## src/design/ggh_pkg.sv

```systemverilog
package ggh_pkg;

  // Number of CORDIC micro-rotation cells in the chain (8 to 24).
  localparam int CORDIC_STAGES = 16;
  localparam int ATAN_ENTRIES  = 24;
  localparam int STAGE_IDX_W   = $clog2(ATAN_ENTRIES);

  // Field widths.
  localparam int POS_W   = 16;
  localparam int ANGLE_W = 16;
  localparam int DIFF_W  = POS_W + 1;
  // Difference scaled by 256 plus headroom for the CORDIC gain.
  localparam int CORD_W  = 28;
  localparam int SQ_W    = 32;
  localparam int TOL_W   = 15;
  localparam int DTOL_W  = 16;
  localparam int SPEED_W = 15;
  localparam int MODE_W  = 2;

  // Configuration register indexes.
  localparam int CFG_IDX_W = 3;
  localparam logic [CFG_IDX_W-1:0] REG_GOAL_X    = 3'd0;
  localparam logic [CFG_IDX_W-1:0] REG_GOAL_Y    = 3'd1;
  localparam logic [CFG_IDX_W-1:0] REG_HEAD_TOL  = 3'd2;
  localparam logic [CFG_IDX_W-1:0] REG_DIST_TOL  = 3'd3;
  localparam logic [CFG_IDX_W-1:0] REG_TURN_RATE = 3'd4;
  localparam logic [CFG_IDX_W-1:0] REG_DRIVE_SPD = 3'd5;

  // Reset values of the configuration registers.
  localparam logic [TOL_W-1:0]   HEAD_TOL_RST  = 15'd2086;
  localparam logic [DTOL_W-1:0]  DIST_TOL_RST  = 16'd102;
  localparam logic [SPEED_W-1:0] TURN_RATE_RST = 15'd205;
  localparam logic [SPEED_W-1:0] DRIVE_SPD_RST = 15'd205;

  // Output modes.
  localparam logic [MODE_W-1:0] MODE_ROTATE    = 2'd0;
  localparam logic [MODE_W-1:0] MODE_TRANSLATE = 2'd1;
  localparam logic [MODE_W-1:0] MODE_REACHED   = 2'd2;

  // Quarter turn in binary angle units.
  localparam logic [ANGLE_W-1:0] QUARTER_TURN = 16'd16384;

  typedef struct packed {
    logic signed [CORD_W-1:0]  x;
    logic signed [CORD_W-1:0]  y;
    logic        [ANGLE_W-1:0] z;
  } cord_t;

  typedef struct packed {
    logic                       zero;
    logic                       near;
    logic signed [ANGLE_W-1:0]  heading;
  } tag_t;

  // Rounded atan(2^-i) in binary angle units (pi = 32768).
  function automatic logic [ANGLE_W-1:0] atan_lut(input logic [STAGE_IDX_W-1:0] idx);
    logic [ANGLE_W-1:0] v;
    case (idx)
      5'd0:    v = 16'd8192;
      5'd1:    v = 16'd4836;
      5'd2:    v = 16'd2555;
      5'd3:    v = 16'd1297;
      5'd4:    v = 16'd651;
      5'd5:    v = 16'd326;
      5'd6:    v = 16'd163;
      5'd7:    v = 16'd81;
      5'd8:    v = 16'd41;
      5'd9:    v = 16'd20;
      5'd10:   v = 16'd10;
      5'd11:   v = 16'd5;
      5'd12:   v = 16'd3;
      5'd13:   v = 16'd1;
      5'd14:   v = 16'd1;
      default: v = 16'd0;
    endcase
    return v;
  endfunction

endpackage

```

## src/design/ggh_cell.sv

```systemverilog
module ggh_cell (
  input  logic                                clk,
  input  logic                                rst_n,
  input  logic [ggh_pkg::STAGE_IDX_W-1:0]     stage_idx,
  input  logic                                in_valid,
  input  ggh_pkg::cord_t                      in_cord,
  input  ggh_pkg::tag_t                       in_tag,
  output logic                                out_valid,
  output ggh_pkg::cord_t                      out_cord,
  output ggh_pkg::tag_t                       out_tag
);

  logic                               valid_r;
  ggh_pkg::cord_t                     cord_r, cord_nxt;
  ggh_pkg::tag_t                      tag_r;
  logic signed [ggh_pkg::CORD_W-1:0]  x, y, xs, ys;
  logic        [ggh_pkg::ANGLE_W-1:0] step_angle;

  // One micro-rotation: drive y towards zero and track the angle turned.
  always_comb begin
    x          = in_cord.x;
    y          = in_cord.y;
    xs         = x >>> stage_idx;
    ys         = y >>> stage_idx;
    step_angle = ggh_pkg::atan_lut(stage_idx);
    if (y > 0) begin
      cord_nxt.x = x + ys;
      cord_nxt.y = y - xs;
      cord_nxt.z = in_cord.z + step_angle;
    end else begin
      cord_nxt.x = x - ys;
      cord_nxt.y = y + xs;
      cord_nxt.z = in_cord.z - step_angle;
    end
  end

  always_ff @(posedge clk) begin
    if (!rst_n) begin
      valid_r <= 1'b0;
    end else begin
      valid_r <= in_valid;
    end
  end

  always_ff @(posedge clk) begin
    cord_r <= cord_nxt;
    tag_r  <= in_tag;
  end

  assign out_valid = valid_r;
  assign out_cord  = cord_r;
  assign out_tag   = tag_r;

endmodule

```

## config.mk

```make
export PLATFORM = sky130hd
export DESIGN_NAME = ggh_cell
export DESIGN_NICKNAME = d
export VERILOG_FILES = /design/src/design/ggh_pkg.sv /design/src/design/ggh_cell.sv
export SDC_FILE = /design/constraint.sdc
export NUM_CORES = 1
export LEC_CHECK = 0
export ABC_CLOCK_PERIOD_IN_PS = 6700
export BUFFER_PORTS_ARGS = -buffer_cell sky130_fd_sc_hd__buf_2
export CORE_ASPECT_RATIO = 2
export CORE_UTILIZATION = 60
export CTS_BUF_LIST = sky130_fd_sc_hd__clkbuf_8
export DETAILED_ROUTE_END_ITERATION = 6
export PLACE_DENSITY_LB_ADDON = 0.05
export SETUP_SLACK_MARGIN = 0.3
export SLEW_MARGIN = 0
export SYNTH_ARGS = -nofsm -noshare
export SYNTH_HDL_FRONTEND = slang
export SYNTH_SLANG_ARGS = --single-unit
```

## constraint.sdc

```tcl
create_clock -name clk -period 6.7 [get_ports clk]
set_input_delay 0 -clock clk [delete_from_list [all_inputs] [get_ports clk]]
set_output_delay 0 -clock clk [all_outputs]
set_load 0.02 [all_outputs]
```

* Yosys cells after proc, flatten, opt, wreduce, memory -nomap -nowiden
Memory sizes are Yosys's and may differ from the RTL's.
Index checks and enable logic that the tools add are counted.
** Word-level totals
- Bits in registers :: 91
- Memories :: 1
- Output and inout port bits :: 91
- ROM bits :: 224
** Memories
- (no name shown) :: depth 16, bits a word 14, read ports 1, clocked after Yosys merged registers in 0, wr ports 0, line ggh_pkg.sv:58 : case (idx)
** Cells by class
- Shift-type cells :: 2
- Muxes and demuxes :: 2
- Add/subtract/negate cells :: 6
- $lt $le $gt $ge :: 1
** Operators by type and width (number)
- 2-to-1 mux 72 bit :: 1
- adder 28 bit :: 2
- >>> shifter 28 x 5 -> 28 bit :: 2
- subtractor 28 bit :: 2
- > comparator 28 x 1 -> 1 bit, second input constant :: 1
- adder 16 bit :: 1
- 2-to-1 mux 16 bit :: 1
- subtractor 16 bit :: 1

* Depth between registers and ports, before layout
An unclocked memory read counts as a cell.
- Depth in word-level cells :: 4
- Depth in mapped cells :: 25

* Worst setup path before layout
No wires, ideal clock.
- Path kind :: in2reg
- Start :: input port stage_idx[1] in the netlist's numbering
- End :: register cord_r, in the netlist out_cord[39]
- Required time :: 6628 ps
- Buffers on the path :: 4
- Stages :: 22
- Setup time :: 72 ps
- Arrival :: 4587 ps
- Path slack :: 2041 ps
- Cells stage by stage :: buf_2 > buf_2 > buf_2 > buf_2 > mux4_2 > mux2i_1 > o22ai_1 > a221oi_1 > ha_1 > nand3_1 > nor3_1 > a41oi_1 > xor2_1 > ha_1 > and3_1 > a221oi_1 > o21ai_0 > a21o_1 > o221a_2 > a21o_1 > a21oi_1 > xnor2_1
** RTL lines
- start, declared :: line ggh_cell.sv:4 : input logic [ggh_pkg::STAGE_IDX_W-1:0] stage_idx,
- end signal, assigned :: line ggh_cell.sv:46 : cord_r <= cord_nxt;
- end, declared :: line ggh_cell.sv:14 : ggh_pkg::cord_t cord_r, cord_nxt;

==> flow_summary.ini <==
[final_layout]
antennaDiodeCount = 0
fillers = 1503
final_common_cell = buf_2
syn2layout_area_growth_pct = 14.0
regArea_sq_um = 1820
multi_input_area_sq_um = 8600
fin_nets = 1633
drive_gt1_share_pct = 23.6
layout_common_cells = 186 x buf_2, 97 x nand2_1, 96 x nor2_1

[power]
power_frac_seq_pct = 26.5
power.share.clock_pct = 14.0
p_per_area_nw_per_um2 = 234
p_int_mw = 1.58
leakage_nw = 5.40
swShare_pct = 45.9
p_comb_share_pct = 59.5
p_sw_mw = 1.34
power_mw = 2.91
ir_drop_v = 0.000250

[timing]
rsz0062_at_grt = false
drv_slew = 0
tightest_slew_ps = 1300
hold_viol = 0
setup_viol = 0
period_needed_ps = 5790
slew_headroom_pct = 13.0
finalSetupTns_ps = 0
fmax_ghz = 0.173
min_period_over_period_pct = 86.4

[detailed_routing]
drt_wl_total_um = 41300
wl_per_cell_um = 24.8
antenna_left = 0
vias = 11600
via_per_inst = 6.97
first_pass_iters = 5
drc = 0
drtIter0Drc = 1016

[global_routing]
grt_max_degree = 64
antenna_found_initial = 1
track_usage_pct = 43.4
grt_pass1_wl_um = 61900
grt.overflow.total = 0
grt_pass1_vias = 11300

[floorplan]
core-area_sq_um = 17800
die_w_um = 97.4
die_area_sq_um = 18800
initial_core_util_pct = 61.4
die_y_um = 193
io_pins = 189
rows = 69

[place]
hpwl_um = 30500
port_buffers = 188
place.gp.congestion = 1.02

[clocking]
cts.sinks = 91
cts_resized = 0
cts_buffers = 9
root_buffer = clkbuf_8
path_clk_slew_ps = 110
cts.path.max_buffers = 2
h-tree-depth = 3
cts_tree = built

[setup_path]
critPathKind = primary input to flip-flop
cp-start-kind = primary input
critPathMaxFanout = 44
cp-end-kind = flip-flop
cp.arrival_ps = 6140
crit_required_ps = 7050

[synth]
synth_ff_type = dfxtp_1
ys_seq_elements = 91
syn_area_sq_um = 10900
yosysSeqAreaShare_pct = 16.7
synthArstFlopShare_pct = 0
netlist_instances = 1268
syn_avg_cell_area_sq_um = 8.62
synth_cell_type_count = 95
synth_fp_nets = 1451
yosysWarnings = 0
synth_edf_count = 0

[status]
status = complete, no violations

[job]
drv_cap = 0

[min_path]
worstHoldPathType = primary input to flip-flop
## repair_timing
action	in CTS	in global routing
hold buffers	31	0
setup buffers	0	0
hold endpoints to repair	30	0
## power by group through the flow
stage,combinational [mW],clock [mW],sequential (mW)
after floorplan,0.926,0,1.04
after global placement,1.65,0,0.783
after detailed placement,1.67,0,0.785
after CTS,1.70,0.410,0.773
after global routing,1.85,0.430,0.791
final,1.73,0.408,0.773
## worst paths after layout
check                          end  slack, ps    startpoint  depth (start not counted)
worst min-delay path   out_cord[3]         20    in_cord[3]                          4
worst max-delay path  out_cord[39]        910  stage_idx[1]                         18
## flip-flops by register name, indices dropped and copies added (netlist names)
signal     cells
out_cord      72
out_tag       18
out_valid      1
## cell families (layout without fill, tap and decap cells)
| logic type | Yosys count | in the layout | share of synthesized area [%] |
|---|---|---|---|
| muxes | 138 | 138 | 20.1 |
| DFF | 91 | 91 | 16.7 |
| AOI/OAI and AO/OA | 370 | 370 | 22.9 |
| and+or+nand+nor | 358 | 358 | 16.6 |
| buffers and inverters | 112 | 299 | 4.63 |
| xor gates and xnor gates | 114 | 114 | 9.14 |
| adders and majority gates | 85 | 85 | 9.94 |
## synthesized netlist by cell type (all sizes together) (9+ instances only)
library cell,n,area [sq um]
a21o,25,188
o22ai,10,62.6
a22oi,12,95.1
buf,34,211
inv,42,158
or3,14,92.6
ha,82,1030
nor4,11,98.8
and3,19,119
nand3,26,130
xnor2,75,657
a21boi,10,75.1
a211oi,13,103
dfxtp,91,1820
nor2,97,367
mux2i,43,434
nand2b,18,113
a31oi,16,100
o31ai,11,101
and2,14,87.6
mux4,61,1380
xor2,39,342
clkbuf,34,129
o21bai,9,67.6
a21oi,94,470
nor2b,14,87.6
nor3,14,75.1
o211ai,15,113
o21ai,66,330
o21a,11,82.6
mux2,34,387
nand2,97,364
## critical path: stages
cell and delay, ps:
buf_2 730, nor2b_1 900, a22oi_1 280, a32oi_1 430, a211oi_1 220, ha_1 330, nor2_1 40, a21oi_1 460
ha_1 350, a211oi_1 340, o21ai_0 170, a31oi_1 410, o211ai_1 320, a21o_1 270, o221a_2 300, a21o_1 190
a21oi_1 200, xnor2_1 140
## cell type report
cell class              count  area share (%)
well taps                 213            2.14
clock buffers               9           0.994
flip-flops and latches     91            14.6
clock inverters             7           0.603
multi-input cells        1065            69.0
inverters                  44            1.33
repair buffers            239            11.3
## per-layer routing
| metal | global-route usage, % | vias to the layer above | share of wire, % |
|---|---|---|---|
| met5 | 0 | - | 0.031 |
| met4 | 41.7 | 2 | 11 |
| met3 | 11.2 | 302 | 10 |
| met2 | 74.3 | 798 | 49 |
| met1 | 41.7 | 5367 | 31 |
| li1 | - | 5161 | - |
## stage by stage
stage | hold WS [ps] | cells | instance area, sq um | setup WS, ps | utilization [%]
floorplan | 27.7 | 1268 | 10900 | 2040 | -
global placement | 102 | 1621 | 11900 | 1040 | 67.2
detailed placement | 104 | 1621 | 11900 | 870 | 67.2
CTS | 11.0 | 1668 | 12500 | 1290 | 70.0
global route | 22.1 | 1668 | 12500 | 621 | 70.0
finish | 22.0 | 1668 | 12500 | 908 | 70.0
(Power assumes the default switching activity.)
