`src/design/ggh_pkg.sv`:
```
package ggh_pkg;

  // Number of CORDIC micro-rotation cells in the chain (8 to 24).
  localparam int CORDIC_STAGES = 16;
  localparam int ATAN_ENTRIES  = 24;
  localparam int STAGE_IDX_W   = $clog2(ATAN_ENTRIES);

  // Field widths.
  localparam int POS_W   = 16;
  localparam int ANGLE_W = 16;
  localparam int DIFF_W  = POS_W + 1;
  // Difference scaled by 256 plus headroom for the CORDIC gain.
  localparam int CORD_W  = 28;
  localparam int SQ_W    = 32;
  localparam int TOL_W   = 15;
  localparam int DTOL_W  = 16;
  localparam int SPEED_W = 15;
  localparam int MODE_W  = 2;

  // Configuration register indexes.
  localparam int CFG_IDX_W = 3;
  localparam logic [CFG_IDX_W-1:0] REG_GOAL_X    = 3'd0;
  localparam logic [CFG_IDX_W-1:0] REG_GOAL_Y    = 3'd1;
  localparam logic [CFG_IDX_W-1:0] REG_HEAD_TOL  = 3'd2;
  localparam logic [CFG_IDX_W-1:0] REG_DIST_TOL  = 3'd3;
  localparam logic [CFG_IDX_W-1:0] REG_TURN_RATE = 3'd4;
  localparam logic [CFG_IDX_W-1:0] REG_DRIVE_SPD = 3'd5;

  // Reset values of the configuration registers.
  localparam logic [TOL_W-1:0]   HEAD_TOL_RST  = 15'd2086;
  localparam logic [DTOL_W-1:0]  DIST_TOL_RST  = 16'd102;
  localparam logic [SPEED_W-1:0] TURN_RATE_RST = 15'd205;
  localparam logic [SPEED_W-1:0] DRIVE_SPD_RST = 15'd205;

  // Output modes.
  localparam logic [MODE_W-1:0] MODE_ROTATE    = 2'd0;
  localparam logic [MODE_W-1:0] MODE_TRANSLATE = 2'd1;
  localparam logic [MODE_W-1:0] MODE_REACHED   = 2'd2;

  // Quarter turn in binary angle units.
  localparam logic [ANGLE_W-1:0] QUARTER_TURN = 16'd16384;

  typedef struct packed {
    logic signed [CORD_W-1:0]  x;
    logic signed [CORD_W-1:0]  y;
    logic        [ANGLE_W-1:0] z;
  } cord_t;

  typedef struct packed {
    logic                       zero;
    logic                       near;
    logic signed [ANGLE_W-1:0]  heading;
  } tag_t;

  // Rounded atan(2^-i) in binary angle units (pi = 32768).
  function automatic logic [ANGLE_W-1:0] atan_lut(input logic [STAGE_IDX_W-1:0] idx);
    logic [ANGLE_W-1:0] v;
    case (idx)
      5'd0:    v = 16'd8192;
      5'd1:    v = 16'd4836;
      5'd2:    v = 16'd2555;
      5'd3:    v = 16'd1297;
      5'd4:    v = 16'd651;
      5'd5:    v = 16'd326;
      5'd6:    v = 16'd163;
      5'd7:    v = 16'd81;
      5'd8:    v = 16'd41;
      5'd9:    v = 16'd20;
      5'd10:   v = 16'd10;
      5'd11:   v = 16'd5;
      5'd12:   v = 16'd3;
      5'd13:   v = 16'd1;
      5'd14:   v = 16'd1;
      default: v = 16'd0;
    endcase
    return v;
  endfunction

endpackage

```
`src/design/ggh_decide.sv`:
```
module ggh_decide (
  input  logic                                clk,
  input  logic                                rst_n,
  input  logic                                in_valid,
  input  logic [ggh_pkg::ANGLE_W-1:0]         bearing_raw,
  input  ggh_pkg::tag_t                       in_tag,
  input  logic [ggh_pkg::TOL_W-1:0]           heading_tolerance,
  input  logic [ggh_pkg::SPEED_W-1:0]         turn_rate,
  input  logic [ggh_pkg::SPEED_W-1:0]         drive_speed,
  output logic                                out_valid,
  output logic [ggh_pkg::SPEED_W-1:0]         linear_cmd,
  output logic signed [ggh_pkg::ANGLE_W-1:0]  angular_cmd,
  output logic [ggh_pkg::MODE_W-1:0]          mode
);

  logic                               valid_r;
  logic [ggh_pkg::SPEED_W-1:0]        lin_r, lin_nxt;
  logic signed [ggh_pkg::ANGLE_W-1:0] ang_r, ang_nxt;
  logic [ggh_pkg::MODE_W-1:0]         mode_r, mode_nxt;
  logic [ggh_pkg::ANGLE_W-1:0]        bearing, err, mag;

  always_comb begin
    // A robot sitting on the goal point has a bearing of zero.
    bearing = in_tag.zero ? '0 : bearing_raw;
    err     = bearing - in_tag.heading;
    // Magnitude of a half turn comes out as 32768, above any tolerance.
    mag     = err[ggh_pkg::ANGLE_W-1] ? (~err + 1'b1) : err;
    if (mag > {1'b0, heading_tolerance}) begin
      lin_nxt  = '0;
      ang_nxt  = err[ggh_pkg::ANGLE_W-1] ? -ggh_pkg::ANGLE_W'(turn_rate)
                                         : ggh_pkg::ANGLE_W'(turn_rate);
      mode_nxt = ggh_pkg::MODE_ROTATE;
    end else if (!in_tag.near) begin
      lin_nxt  = drive_speed;
      ang_nxt  = '0;
      mode_nxt = ggh_pkg::MODE_TRANSLATE;
    end else begin
      lin_nxt  = '0;
      ang_nxt  = '0;
      mode_nxt = ggh_pkg::MODE_REACHED;
    end
  end

  always_ff @(posedge clk) begin
    if (!rst_n) begin
      valid_r <= 1'b0;
    end else begin
      valid_r <= in_valid;
    end
  end

  always_ff @(posedge clk) begin
    lin_r  <= lin_nxt;
    ang_r  <= ang_nxt;
    mode_r <= mode_nxt;
  end

  assign out_valid   = valid_r;
  assign linear_cmd  = lin_r;
  assign angular_cmd = ang_r;
  assign mode        = mode_r;

endmodule

```
`config.mk`:
```
export PLATFORM = sky130hd
export DESIGN_NAME = ggh_decide
export DESIGN_NICKNAME = d
export VERILOG_FILES = /design/src/design/ggh_pkg.sv /design/src/design/ggh_decide.sv
export SDC_FILE = /design/constraint.sdc
export NUM_CORES = 1
export LEC_CHECK = 0
export ABC_AREA = 1
export BUFFER_PORTS_ARGS = -buffer_cell sky130_fd_sc_hd__buf_2
export CORE_MARGIN = 8
export CORE_UTILIZATION = 46
export DETAILED_ROUTE_END_ITERATION = 8
export HOLD_SLACK_MARGIN = 0.03
export PLACE_DENSITY_LB_ADDON = 0.15
export SLEW_MARGIN = 30
export SYNTH_ARGS = -nofsm -noshare
export SYNTH_HDL_FRONTEND = slang
export SYNTH_SLANG_ARGS = --single-unit
```
`constraint.sdc`:
```
create_clock -name clk -period 3.7 [get_ports clk]
set_clock_uncertainty 0.15 [all_clocks]
set_input_delay 0.185 -clock clk [delete_from_list [all_inputs] [get_ports clk]]
set_output_delay 0.185 -clock clk [all_outputs]
set_load 0.01 [all_outputs]
```
== Word-level counts from Yosys, hierarchy flattened ==
Cells that the tools add are included.
Storage, ports and cells
  input bits: 82
  register bits: 34
Operators by class
  multiplexer cells: 4
  $lt $le $gt $ge: 1
  bitwise operators: 1
  add/sub/neg operators: 3
  reductions and logical operators: 2
Operators with widths (number)
  $mux W16: 2
  $add A16 B1 Y16 const B: 1
  $gt A16 B15 Y1: 1
  $neg A15 Y16: 1
  $not A16 Y16: 1
  $sub A16 B16 Y16: 1
  $mux W15: 1
  $mux W2: 1
  $reduce_and A2 Y1: 1
  $reduce_or A2 Y1: 1

== Depth between registers and ports, before layout ==
  word-level depth: 7
  gate-level depth with buffers: 33
  mapped depth without buffers: 31

== Worst setup path before layout ==
Ideal clock, no wire load.
  kind: in2reg
  from: input in_tag[17] (netlist bit)
  to: register lin_r, in the netlist linear_cmd[10]
  stages: 29
  path buffers: 3
  arrival time: 3444 ps
  setup slack: -4 ps
  path through: clkbuf_1 nor2_1 ha_1 nand2_1 inv_1 a21oi_1 nor2_1 nor2_1 nand3_1 nand2_2 inv_1 buf_2 nor2_1 xnor2_1 inv_1 ha_1 nand2_1 nor2_1 nor3b_1 nand2_1 nand3_1 nand2_1 nand2_1 nand2_1 nand2_1 nand2_1 nand3_4 buf_6 nor2_1
Between the ends
  word-level cells in the longest chain between the ends: 7
RTL lines
  start, declared: line ggh_decide.sv:6  | input ggh_pkg::tag_t in_tag,
  $mux W16 (*): line ggh_decide.sv:24  | bearing = in_tag.zero ? '0 : bearing_raw;
  $sub A16 B16 Y16 (*): line ggh_decide.sv:25  | err = bearing - in_tag.heading;
  $not A16 Y16: line ggh_decide.sv:27  | mag = err[ggh_pkg::ANGLE_W-1] ? (~err + 1'b1) : err;
  $add A16 B1 Y16: line ggh_decide.sv:27
  $mux W16 (*): line ggh_decide.sv:27
  $gt A16 B15 Y1 (*): line ggh_decide.sv:28  | if (mag > {1'b0, heading_tolerance}) begin
  $reduce_or A2 Y1 (no line) (*)
  end signal, assigned: line ggh_decide.sv:53  | lin_r <= lin_nxt;
  end, declared: line ggh_decide.sv:17  | logic [ggh_pkg::SPEED_W-1:0] lin_r, lin_nxt;
Mark *: on every way between the ends. The rest lies on a longest branch, timed or not.
A chain may end at the register's enable or synchronous reset.

== Final worst setup path ==
  from: input in_tag[17] (netlist bit)
  to: register lin_r, in the netlist linear_cmd[0]
Same word-level chain as after synthesis.

==> flow_summary.rst <==
.. list-table::
   :header-rows: 1

   * - Metric
     - Value
   * - Cell type of the slowest stage on the worst timing path
     - sky130_fd_sc_hd__fa_2
   * - Xor-xnor portion of the synthesized cell area
     - 0.06030
   * - Slew headroom
     - 0.7679
   * - Overall die area
     - 10,250 um^2
   * - Highest net fanout along the worst path
     - 8
   * - Fmax
     - 0.2879 GHz
   * - H-tree depth reported by CTS
     - 2
   * - Diode count
     - 0
   * - Mapped Avg Cell Area
     - between 6 and 7 um^2
   * - Final routed DRC violation total
     - 0
   * - Layout Nets
     - 851
   * - Via density per instance
     - 4.478
   * - # fillers
     - about 680
   * - Sum of internal, switching and leakage power
     - ~1.6 mW
   * - GRT Resource Usage Total
     - 0.1768
   * - Number of synthesized register bits
     - 34
   * - Endpoint kind of the worst setup timing path
     - flop
   * - Count of port buffers added during placement
     - 115
   * - Number of antenna violations at the first check in global routing
     - 0
   * - Part of the Yosys area used for sequential elements
     - 0.2037
   * - Number of warnings printed during yosys synthesis
     - 0
   * - Final critical-path setup slack
     - between 0.2 and 0.25 ns
   * - DIE WIDTH
     - 101.2 um
   * - Largest family of logic cells by synthesized area
     - simple AND/OR/NAND/NOR gates
   * - Starting density of the core
     - 0.4681
   * - Detailed Route Iter0 Violations
     - 93
   * - TritonRoute pass-1 iters
     - 4
   * - Type of origin of the critical path
     - primary input
   * - Yosys cell types
     - 30
   * - Fraction of final layout cells with drive strength greater than 1
     - 0.3184
   * - Mapped Nets
     - 667
   * - Core outline area
     - 7137 um^2
   * - Count of vias placed by the detailed router
     - 3,735
   * - Total clock buffers created by CTS
     - 5
   * - Share of synthesized cell area in full adder, half adder and majority cells
     - 0.1296
   * - Power density relative to cell area
     - approximately 330 nW/um^2
   * - Wire length per cell after detailed routing
     - 11.16 um
   * - Final cycle utilization of the critical path
     - 0.9386
   * - Mux share of post-synthesis cell area
     - 0
   * - Routed wire length
     - 9304 um
   * - Clock slew at the register clock pins of the worst setup and hold paths
     - approximately 0.070 ns
   * - Leakage power total
     - 2.948 nW
   * - I/O pin count
     - ~120
   * - Fin. Hold Viols
     - 0
   * - Grt ovf
     - 0
   * - Dpl hpwl
     - between 7000 and 8000 um
   * - Antenna-violating nets left
     - 0
   * - Data required, critical path
     - approximately 3.8 ns
   * - Final standard cell utilization of the core
     - 0.6764
   * - Gate count of the mapped netlist
     - 551
   * - Placer's final routability congestion estimate
     - 0.8958
   * - Non-filler instance count after layout
     - 834
   * - Vias in the first global route
     - 3,652
   * - Most used DFF post-synth
     - sky130_fd_sc_hd__dfxtp_1
   * - Share of the synthesized area in compound gates (AO/OA/AOI/OAI)
     - 0.05918
   * - Final cell area excluding filler cells
     - a little under 5000 um^2
   * - Highest ir drop seen on vdd
     - 0.1568 mV
   * - Vert. Die Dim
     - about 100 um
   * - Clock net sink count
     - 34
   * - Share of synthesized cell area in and, or, nand and nor gates
     - 0.3876
   * - Placed cell area
     - 4354 um^2
   * - Wire length of the first global-routing pass
     - 15,130 um
   * - Transition time at the pin with the least slew margin
     - 0.3455 ns
   * - Worst min-delay path category
     - primary input to flop
   * - Number of standard-cell rows in the floorplan
     - 31
   * - FFs w/ async S/R, synth
     - 0
   * - Finish-stage setup viols
     - 0
   * - Final-report max-slew violation count
     - 0
   * - Post-synthesis cell area
     - roughly 3300 um^2
   * - EDFF count, synth
     - 0
   * - Root Driver
     - sky130_fd_sc_hd__clkbuf_8
   * - Crit path arrival time
     - 3.54 ns
   * - Number of cells in the design after placement
     - 803
   * - Area overhead of the layout relative to synthesis
     - 44.49%
   * - Crit path time final
     - 3.473 ns
   * - Clock tree from TritonCTS
     - built
   * - Max stage delay on crit path
     - 0.42 ns
   * - Category of the most critical setup path
     - primary input to flop
   * - Cell repeated most along the worst path
     - sky130_fd_sc_hd__nand2_1
   * - Run status
     - finished clean
   * - Clk buf depth
     - 2
   * - Max-capacitance violation count
     - 0
   * - Number of cells on the worst hold path
     - 3
   * - Maximum number of pins on one net before global-route repair
     - 17
   * - Minimum setup slack after placement
     - -0.2560 ns
power by group:
part           leakage, nW  switching [mW]  internal [mW]
combinational         2.62           0.494          0.394
sequential           0.281          0.0191          0.440
clock               0.0438           0.126          0.126
total                 2.95           0.639          0.961
final timing paths:
path                     startpoint                    endpoint  slack (ns)
worst max-delay path     in_tag[17]    linear_cmd[0]$_SDFF_PP0_        0.23
worst min-delay path  turn_rate[11]  angular_cmd[15]$_SDFF_PN0_        0.07
cell families after synthesis:
| group | count (synthesis) |
|---|---|
| compound gates | 35 |
| xor+xnor | 23 |
| fa+ha+maj | 34 |
| buf+inv | 137 |
| flops | 34 |
| simple gates | 288 |
cells in the final DEF, fill, tap and decap left out, drive strengths merged, types with 14 or more instances in the layout:
master	Yosys	layout
a21oi	17	17
buf	5	163
dfxtp	34	34
dlygate4sd3	0	19
ha	33	33
inv	131	131
nand2	161	161
nand3	31	32
nor2	71	71
xor2	14	14
state kept, by name, summed over array words and instances (netlist names):
register,cells
angular_cmd,16
linear_cmd,15
mode,2
out_valid,1
routing by layer:
metal	GRT usage	vias up	share of wire
li1	-	2008	-
met3	0.03230	20	0.057
met5	0	-	0
met1	0.2033	1610	0.43
met4	0.06644	0	0.026
met2	0.3163	97	0.49
area by class of cell:
class | count | area, um^2 | area share
clock buffer | 5 | 68.82 | 0.01426
clock inverter | 2 | 10.01 | 0.002074
inverter | 131 | 494.2 | 0.1024
multi-input combinational | 381 | 2291 | 0.4746
sequential | 34 | 680.7 | 0.1410
tap | 99 | 123.9 | 0.02566
timing repair buffer | 182 | 1159 | 0.2400
cell usage after synthesis, types with 5 or more instances:
cell                      count  share of area
sky130_fd_sc_hd__a21oi_1     15          0.022
sky130_fd_sc_hd__and2_1      11          0.021
sky130_fd_sc_hd__dfxtp_1     34           0.20
sky130_fd_sc_hd__ha_1        33           0.12
sky130_fd_sc_hd__inv_1      129           0.14
sky130_fd_sc_hd__nand2_1    145           0.16
sky130_fd_sc_hd__nand2_2     14          0.026
sky130_fd_sc_hd__nand3_1     25          0.037
sky130_fd_sc_hd__nand3_2      5          0.015
sky130_fd_sc_hd__nor2_1      66          0.074
sky130_fd_sc_hd__nor3_1       6         0.0090
sky130_fd_sc_hd__o21ai_0     12          0.018
sky130_fd_sc_hd__xnor2_1      9          0.024
sky130_fd_sc_hd__xor2_1      14          0.037
stage by stage:
stage | hold WS (ns) | TNS, ns
5_1_grt | 0.08040 | -0.4225
3_5_place_dp | 0.2218 | -6.699
3_3_place_gp | 0.2090 | -2.615
6_report | 0.07020 | 0
2_1_floorplan | 0.1285 | 0
4_1_cts | 0.06311 | 0
worst max-delay path: cells and delay by family:
| kind | cells | cell delay (ns) |
|---|---|---|
| xor+xnor | 1 | 0.16 |
| simple gates | 19 | 1.90 |
| fa+ha+maj | 3 | 0.85 |
| buf+inv | 4 | 0.30 |
| compound gates | 1 | 0.14 |
timing repair:
item / in CTS / in global routing
setup endpoints to repair: 0 / 33
gates resized for setup: 0 / 46
buffers inserted: 0 / 3
endpoints found under the hold margin: 18 / 0
hold buffers: 19 / 0
Note: power is estimated with default switching activity, not from simulation.
