<file path="config.mk">
export PLATFORM = sky130hd
export DESIGN_NAME = ggh_front
export DESIGN_NICKNAME = d
export VERILOG_FILES = /design/src/design/ggh_pkg.sv /design/src/design/ggh_front.sv
export SDC_FILE = /design/constraint.sdc
export NUM_CORES = 2
export LEC_CHECK = 0
export ABC_AREA = 1
export BUFFER_PORTS_ARGS = -buffer_cell sky130_fd_sc_hd__buf_2
export CAP_MARGIN = 20
export CORE_AREA = 2 2 234 236
export CTS_CLUSTER_SIZE = 12
export DETAILED_ROUTE_END_ITERATION = 12
export DIE_AREA = 0 0 236 238
export PLACE_DENSITY = 0.82
export SYNTH_ARGS = -nofsm -noshare
export SYNTH_HDL_FRONTEND = slang
export SYNTH_SLANG_ARGS = --single-unit
</file>
<file path="constraint.sdc">
create_clock -name clk -period 7.95 [get_ports clk]
set_clock_uncertainty 0.15 [all_clocks]
set_input_delay 0.3975 -clock clk [delete_from_list [all_inputs] [get_ports clk]]
set_output_delay 0.3975 -clock clk [all_outputs]
set_load 0.1 [all_outputs]
</file>
<file path="src/design/ggh_pkg.sv">
package ggh_pkg;

  // Number of CORDIC micro-rotation cells in the chain (8 to 24).
  localparam int CORDIC_STAGES = 16;
  localparam int ATAN_ENTRIES  = 24;
  localparam int STAGE_IDX_W   = $clog2(ATAN_ENTRIES);

  // Field widths.
  localparam int POS_W   = 16;
  localparam int ANGLE_W = 16;
  localparam int DIFF_W  = POS_W + 1;
  // Difference scaled by 256 plus headroom for the CORDIC gain.
  localparam int CORD_W  = 28;
  localparam int SQ_W    = 32;
  localparam int TOL_W   = 15;
  localparam int DTOL_W  = 16;
  localparam int SPEED_W = 15;
  localparam int MODE_W  = 2;

  // Configuration register indexes.
  localparam int CFG_IDX_W = 3;
  localparam logic [CFG_IDX_W-1:0] REG_GOAL_X    = 3'd0;
  localparam logic [CFG_IDX_W-1:0] REG_GOAL_Y    = 3'd1;
  localparam logic [CFG_IDX_W-1:0] REG_HEAD_TOL  = 3'd2;
  localparam logic [CFG_IDX_W-1:0] REG_DIST_TOL  = 3'd3;
  localparam logic [CFG_IDX_W-1:0] REG_TURN_RATE = 3'd4;
  localparam logic [CFG_IDX_W-1:0] REG_DRIVE_SPD = 3'd5;

  // Reset values of the configuration registers.
  localparam logic [TOL_W-1:0]   HEAD_TOL_RST  = 15'd2086;
  localparam logic [DTOL_W-1:0]  DIST_TOL_RST  = 16'd102;
  localparam logic [SPEED_W-1:0] TURN_RATE_RST = 15'd205;
  localparam logic [SPEED_W-1:0] DRIVE_SPD_RST = 15'd205;

  // Output modes.
  localparam logic [MODE_W-1:0] MODE_ROTATE    = 2'd0;
  localparam logic [MODE_W-1:0] MODE_TRANSLATE = 2'd1;
  localparam logic [MODE_W-1:0] MODE_REACHED   = 2'd2;

  // Quarter turn in binary angle units.
  localparam logic [ANGLE_W-1:0] QUARTER_TURN = 16'd16384;

  typedef struct packed {
    logic signed [CORD_W-1:0]  x;
    logic signed [CORD_W-1:0]  y;
    logic        [ANGLE_W-1:0] z;
  } cord_t;

  typedef struct packed {
    logic                       zero;
    logic                       near;
    logic signed [ANGLE_W-1:0]  heading;
  } tag_t;

  // Rounded atan(2^-i) in binary angle units (pi = 32768).
  function automatic logic [ANGLE_W-1:0] atan_lut(input logic [STAGE_IDX_W-1:0] idx);
    logic [ANGLE_W-1:0] v;
    case (idx)
      5'd0:    v = 16'd8192;
      5'd1:    v = 16'd4836;
      5'd2:    v = 16'd2555;
      5'd3:    v = 16'd1297;
      5'd4:    v = 16'd651;
      5'd5:    v = 16'd326;
      5'd6:    v = 16'd163;
      5'd7:    v = 16'd81;
      5'd8:    v = 16'd41;
      5'd9:    v = 16'd20;
      5'd10:   v = 16'd10;
      5'd11:   v = 16'd5;
      5'd12:   v = 16'd3;
      5'd13:   v = 16'd1;
      5'd14:   v = 16'd1;
      default: v = 16'd0;
    endcase
    return v;
  endfunction

endpackage

</file>
<file path="src/design/ggh_front.sv">
module ggh_front (
  input  logic                                clk,
  input  logic                                rst_n,
  input  logic                                in_valid,
  input  logic signed [ggh_pkg::POS_W-1:0]    pos_x,
  input  logic signed [ggh_pkg::POS_W-1:0]    pos_y,
  input  logic signed [ggh_pkg::ANGLE_W-1:0]  heading,
  input  logic signed [ggh_pkg::POS_W-1:0]    goal_x,
  input  logic signed [ggh_pkg::POS_W-1:0]    goal_y,
  input  logic        [ggh_pkg::SQ_W-1:0]     tol_sq,
  output logic                                out_valid,
  output ggh_pkg::cord_t                      out_cord,
  output ggh_pkg::tag_t                       out_tag
);

  // Stage A: differences and quarter-turn pre-rotation.
  logic                                   a_valid_r;
  logic signed [ggh_pkg::DIFF_W-1:0]      a_dx_r, a_dy_r;
  ggh_pkg::cord_t                         a_cord_r;
  ggh_pkg::tag_t                          a_tag_r;
  // Stage B: squared components.
  logic                                   b_valid_r;
  logic        [ggh_pkg::SQ_W-1:0]        b_sqx_r, b_sqy_r;
  ggh_pkg::cord_t                         b_cord_r;
  ggh_pkg::tag_t                          b_tag_r;
  // Stage C: distance compare.
  logic                                   c_valid_r;
  ggh_pkg::cord_t                         c_cord_r;
  ggh_pkg::tag_t                          c_tag_r;

  logic signed [ggh_pkg::DIFF_W-1:0]      dx, dy;
  logic signed [ggh_pkg::CORD_W-1:0]      xs, ys;
  ggh_pkg::cord_t                         a_cord_nxt;
  logic signed [2*ggh_pkg::DIFF_W-1:0]    prod_x, prod_y;
  logic        [ggh_pkg::SQ_W:0]          d2;

  always_comb begin
    dx = ggh_pkg::DIFF_W'(goal_x) - ggh_pkg::DIFF_W'(pos_x);
    dy = ggh_pkg::DIFF_W'(goal_y) - ggh_pkg::DIFF_W'(pos_y);
    xs = ggh_pkg::CORD_W'(dx) <<< 8;
    ys = ggh_pkg::CORD_W'(dy) <<< 8;
    a_cord_nxt.x = xs;
    a_cord_nxt.y = ys;
    a_cord_nxt.z = '0;
    if (dx < 0) begin
      if (dy >= 0) begin
        a_cord_nxt.x = ys;
        a_cord_nxt.y = -xs;
        a_cord_nxt.z = ggh_pkg::QUARTER_TURN;
      end else begin
        a_cord_nxt.x = -ys;
        a_cord_nxt.y = xs;
        a_cord_nxt.z = -ggh_pkg::QUARTER_TURN;
      end
    end
  end

  assign prod_x = a_dx_r * a_dx_r;
  assign prod_y = a_dy_r * a_dy_r;
  assign d2     = {1'b0, b_sqx_r} + {1'b0, b_sqy_r};

  always_ff @(posedge clk) begin
    if (!rst_n) begin
      a_valid_r <= 1'b0;
      b_valid_r <= 1'b0;
      c_valid_r <= 1'b0;
    end else begin
      a_valid_r <= in_valid;
      b_valid_r <= a_valid_r;
      c_valid_r <= b_valid_r;
    end
  end

  always_ff @(posedge clk) begin
    a_dx_r          <= dx;
    a_dy_r          <= dy;
    a_cord_r        <= a_cord_nxt;
    a_tag_r.zero    <= (dx == 0) && (dy == 0);
    a_tag_r.near    <= 1'b0;
    a_tag_r.heading <= heading;

    b_sqx_r  <= prod_x[ggh_pkg::SQ_W-1:0];
    b_sqy_r  <= prod_y[ggh_pkg::SQ_W-1:0];
    b_cord_r <= a_cord_r;
    b_tag_r  <= a_tag_r;

    c_cord_r         <= b_cord_r;
    c_tag_r.zero     <= b_tag_r.zero;
    c_tag_r.heading  <= b_tag_r.heading;
    c_tag_r.near     <= d2 < {1'b0, tol_sq};
  end

  assign out_valid = c_valid_r;
  assign out_cord  = c_cord_r;
  assign out_tag   = c_tag_r;

endmodule

</file>
Yosys cells after proc, flatten, opt, wreduce, memory -nomap -nowiden
Cells that the tools add are included.

word-level totals
  bits of input ports = 115
  flip-flop bits (word level) = 369

operators by class
  $add $sub $neg = 5
  order comparisons = 3
  reductions and logical operators = 5
  $mul = 2
  muxes and demuxes = 2
  bitwise gates (word level) = 1

operators by type and width
  operator                                                      number
  two-way mux 72 bit                                            2
  zero test 32 bit                                              2
  multiplier 17 x 17 -> 32 bit                                  2
  negation 25 -> 28 bit                                         2
  subtractor 16 x 16 -> 17 bit                                  2
  adder 32 x 32 -> 33 bit                                       1
  less-than comparator 33 x 32 -> 1 bit                         1
  >= comparator 17 x 1 -> 1 bit (second input constant)         1
  less-than comparator 17 x 1 -> 1 bit (second input constant)  1
  AND reduction 2 bit                                           1
  OR reduction 2 bit                                            1
  logical AND 1 bit                                             1
  inverter 1 bit                                                1

Logic depth before layout (Yosys ltp)
  depth in word-level cells = 4
  depth in mapped cells = 27
  gate-level depth less buffers = 26

Worst setup path before layout
No wires, ideal clock.

  path type = reg-to-reg
  start = register a_dx_r[2] in the netlist's numbering
  end = register b_sqx_r[29] in the netlist's numbering
  slack = 1.915 ns
  required time = 7.728 ns
  arrival = 5.813 ns
  buffers on the path = 2
  setup time = 0.072 ns
  cell stages (with the launch flop) = 25
  path through = dfxtp_1 -> clkbuf_1 -> clkbuf_1 -> nand2_1 -> inv_1 -> fa_1 -> inv_1 -> fa_1 -> inv_1 -> fa_1 -> fa_1 -> fa_1 -> fa_1 -> ha_1 -> nand2_1 -> nor2_1 -> inv_1 -> nor2_1 -> nand2_1 -> o211ai_1 -> nand3_1 -> nand2_1 -> nand3_1 -> nand2_1 -> xor2_1

on the way
  word-level cells in the longest chain between the ends = 1

RTL lines
  item                          RTL line         source
  from (decl)                   ggh_front.sv:18  logic signed [ggh_pkg::DIFF_W-1:0] a_dx_r, a_dy_r;
  from (signal assigned)        ggh_front.sv:75  a_dx_r <= dx;
  multiplier 17 x 17 -> 32 bit  ggh_front.sv:58  assign prod_x = a_dx_r * a_dx_r;
  via prod_x, one bit           ggh_front.sv:34  logic signed [2*ggh_pkg::DIFF_W-1:0] prod_x, prod_y;
  to (signal assigned)          ggh_front.sv:82  b_sqx_r <= prod_x[ggh_pkg::SQ_W-1:0];
  to (decl)                     ggh_front.sv:23  logic [ggh_pkg::SQ_W-1:0] b_sqx_r, b_sqy_r;

The timed path passes the listed nets, and every way through them passes these cells.
A chain may end at the register's enable or synchronous reset.

Worst setup path after layout
  start = register a_dx_r[16] in the netlist's numbering
  end = register b_sqx_r[28] in the netlist's numbering

Same word-level chain as after synthesis.

==> impl_metrics.ini <==
[outcome]
outcome = completed

[finish]
seqCellArea_um2 = 5550
nFillCells = 4440
multi_input_area_um2 = 21000
drive_gt1_share_pct = 7.43
nNetsFinal = 4719
syn_to_final_growth_pct = 8.32

[yosys]
synth-edff-count = 0
synth-async-reset-ratio_pct = 0
seq_area_frac_synth_pct = 18.0
syn_area_per_cell_um2 = 8.41
yosysWarningCount = 0
synthCells = 3662
synth.cell_area_um2 = 30800
ys_ff_latch = 277
synth_cell_types = 51
synthFlopType = dfxtp_1

[clocking]
htree_levels = 1
post_cts_buffers = 0
root_buffer = clkbuf_16
clock_path_buffers = 3
cts_tree = done
numClockSinks = 277
clock_latency_ns = 0.61
cts-resized-gates = 0
numCtsBuffers = 30
cts.clk_slew.worst_paths_ns = 0.06

[worst_setup_path]
r2r_cells = 20
rr_startpoint = a_dx_r[16]
required_ns = 8.33
cp_max_fo = 22
arrival_ns = 7.16
r2r_end = b_sqx_r[28]
ff2ff_setup_slack_ns = 1.17
critPathCaptureType = flop
crit_type = flop to flop
start_kind = flop

[floorplanning]
die_area_um2 = 56200
coreArea_um2 = 53500
rows = 85
die_width_um = 236
die_h_um = 238
ios = 206
start_util_pct = 57.5

[timing]
hold_ws_ns = 0.107
worst_pin_slew_ns = 1.00
fmax_ghz = 0.147
relSlewSlack_pct = 33.3
fin_crit_sh_pct = 85.3
setup_violations = 0
finalCriticalPeriod_ns = 6.78
rsz0062_at_grt = no
hold_violations = 0
finalSetupTns_ns = 0
slew_viol_final = 0

[routing]
vias = 23300
wl_per_cell_um = 15.8
vias_per_cell = 5.14
dr.pass1.iters = 6
drt_iter0_drc = 1597
routed_wl_mm = 71.8
final_antenna_net_count = 0
drc = 0

[placed_design]
io_buffers = 175
dp_hpwl_mm = 58.7
place.gp.congestion = 0.946

[global_route]
use_met1_pct = 33.5
grt_use_total_pct = 26.4
antenna_found_initial = 5
busiest_layer = met2
grt_pass1_wl_mm = 119
grt_use_met2_pct = 46.0
grt.overflow.total = 0
grt_pass1_vias = 24600
grt_use_met3_pct = 4.85
grt_start_max_net_pins = 37

[hold_path]
hold_end = a_dx_r[1]
min_from = goal_x[1]
min_delay_path_depth = 2
worst_hold_path_type = primary input to flop

[job]
drv_cap = 0
-- critical path: stages (launching register included) --
cell and delay [ns]:
dfxtp_1 0.84, clkinv_1 0.53, or2_2 0.43, fa_1 0.48
inv_1 0.05, fa_1 0.45, fa_1 0.52, fa_1 0.44
fa_1 0.50, inv_1 0.05, fa_1 0.47, inv_1 0.04
ha_1 0.33, nand2_1 0.11, nor4_1 0.56, nand4_1 0.15
nand2_1 0.19, a21o_1 0.17, nand2_1 0.06, nand2_1 0.07
xor2_1 0.14
-- registers in the layout, summed over array words and instances (netlist names) --
name and cells:
a_cord_r 42, b_cord_r 42, out_cord 42, b_sqx_r 31, b_sqy_r 31, out_tag 18, a_dx_r 17, a_dy_r 17
a_tag_r 17, b_tag_r 17, a_valid_r 1, b_valid_r 1, out_valid 1
-- logic make-up after synthesis --
| logic type | share of synthesized area [%] |
|---|---|
| buffers and inverters | 14.2 |
| and+or+nand+nor | 14.1 |
| adders and majority gates | 44.3 |
| AOI/OAI and AO/OA | 5.16 |
| DFF | 18.0 |
| xor gates and xnor gates | 4.20 |
| other | 0.0122 |
-- routing by layer --
| layer | part of all wire (%) | routed length (um) |
|---|---|---|
| met5 | 0.031 | 22 |
| met4 | 3.1 | 2240 |
| met3 | 8.3 | 5960 |
| met2 | 48 | 34800 |
| met1 | 40 | 28800 |
-- through the flow --
| step | cell area, um2 | worst slack (ns) | util (%) | cells |
|---|---|---|---|---|
| after floorplan | 30900 | 1.91 | - | 3694 |
| after global placement | 32200 | 1.49 | 60.2 | 4468 |
| after detailed placement | 32200 | 1.25 | 60.2 | 4468 |
| after CTS | 33300 | 1.24 | 62.3 | 4531 |
| after global routing | 33300 | 0.725 | 62.3 | 4531 |
| final | 33300 | 1.17 | 62.3 | 4535 |
-- Yosys cell counts (4+ instances only) --
cell type / count / area, um2
inv_1: 1010 / 3790
nand2_1: 709 / 2660
fa_1: 515 / 10300
dfxtp_1: 277 / 5550
ha_1: 266 / 3330
a21oi_1: 138 / 691
nor2_1: 136 / 510
xor2_1: 94 / 823
nand3_1: 89 / 445
clkbuf_1: 64 / 240
o21ai_0: 62 / 310
xnor2_1: 50 / 438
buf_4: 31 / 233
nand4_1: 29 / 181
nor3_1: 22 / 110
o21ai_1: 20 / 100
nand2_2: 16 / 100
a21o_1: 12 / 90.1
buf_2: 9 / 45.0
nand3b_1: 9 / 67.6
o211ai_1: 9 / 67.6
o21bai_1: 9 / 67.6
or2_2: 8 / 50.1
a31oi_1: 7 / 43.8
inv_2: 7 / 26.3
nor2_2: 7 / 43.8
nor4_1: 6 / 37.5
buf_1: 5 / 18.8
nor3_2: 5 / 50.1
a211oi_1: 4 / 30.0
and2_1: 4 / 25.0
-- layout make-up --
cell class,count,share of cell area [%]
Clock inverter,8,0.390
Antenna cell,4,0.0300
Timing Repair Buffer,207,3.49
Clock buffer,36,2.44
Multi-Input combinational cell,2287,62.9
Tap cell,696,2.61
Inverter,1020,11.5
Sequential cell,277,16.6
-- placed cells by master (no fill, tap or decap), drive strengths merged, types with 2 or more instances in the layout --
master	netlist	final
a211oi	4	4
a21boi	3	3
a21o	12	12
a21oi	139	139
a221oi	2	2
a31o	3	3
a31oi	7	7
and2	4	4
buf	46	188
bufinv	0	2
clkbuf	64	36
clkinv	3	8
conb	1	33
dfxtp	277	277
diode	0	4
dlygate4sd3	0	19
fa	515	515
ha	266	266
inv	1017	1018
nand2	725	725
nand3	91	91
nand3b	9	9
nand4	29	29
nor2	144	144
nor3	28	28
nor4	6	6
o211a	2	2
o211ai	9	9
o21ai	83	83
o21bai	9	9
o221ai	3	3
o22ai	2	2
or2	9	9
xnor2	50	50
xor2	96	96
-- timing repair --
item	in CTS	in global routing
setup endpoints to repair	0	0
hold endpoints to repair	19	0
hold buffers	19	0
-- worst max path at each step --
stage,start,end,slack [ns]
3_3_place_gp,a_dy_r[2],b_sqy_r[29],1.49
4_1_cts,a_dx_r[16],b_sqx_r[28],1.24
5_1_grt,a_dx_r[16],b_sqx_r[28],0.72
6_report,a_dx_r[16],b_sqx_r[28],1.17
2_1_floorplan,a_dx_r[2],b_sqx_r[29],1.91
3_5_place_dp,a_dx_r[16],b_sqx_r[28],1.25
Power is left out: the tool's default activity adds up to more than one toggle a clock period on the data nets, which glitch-free logic cannot reach.
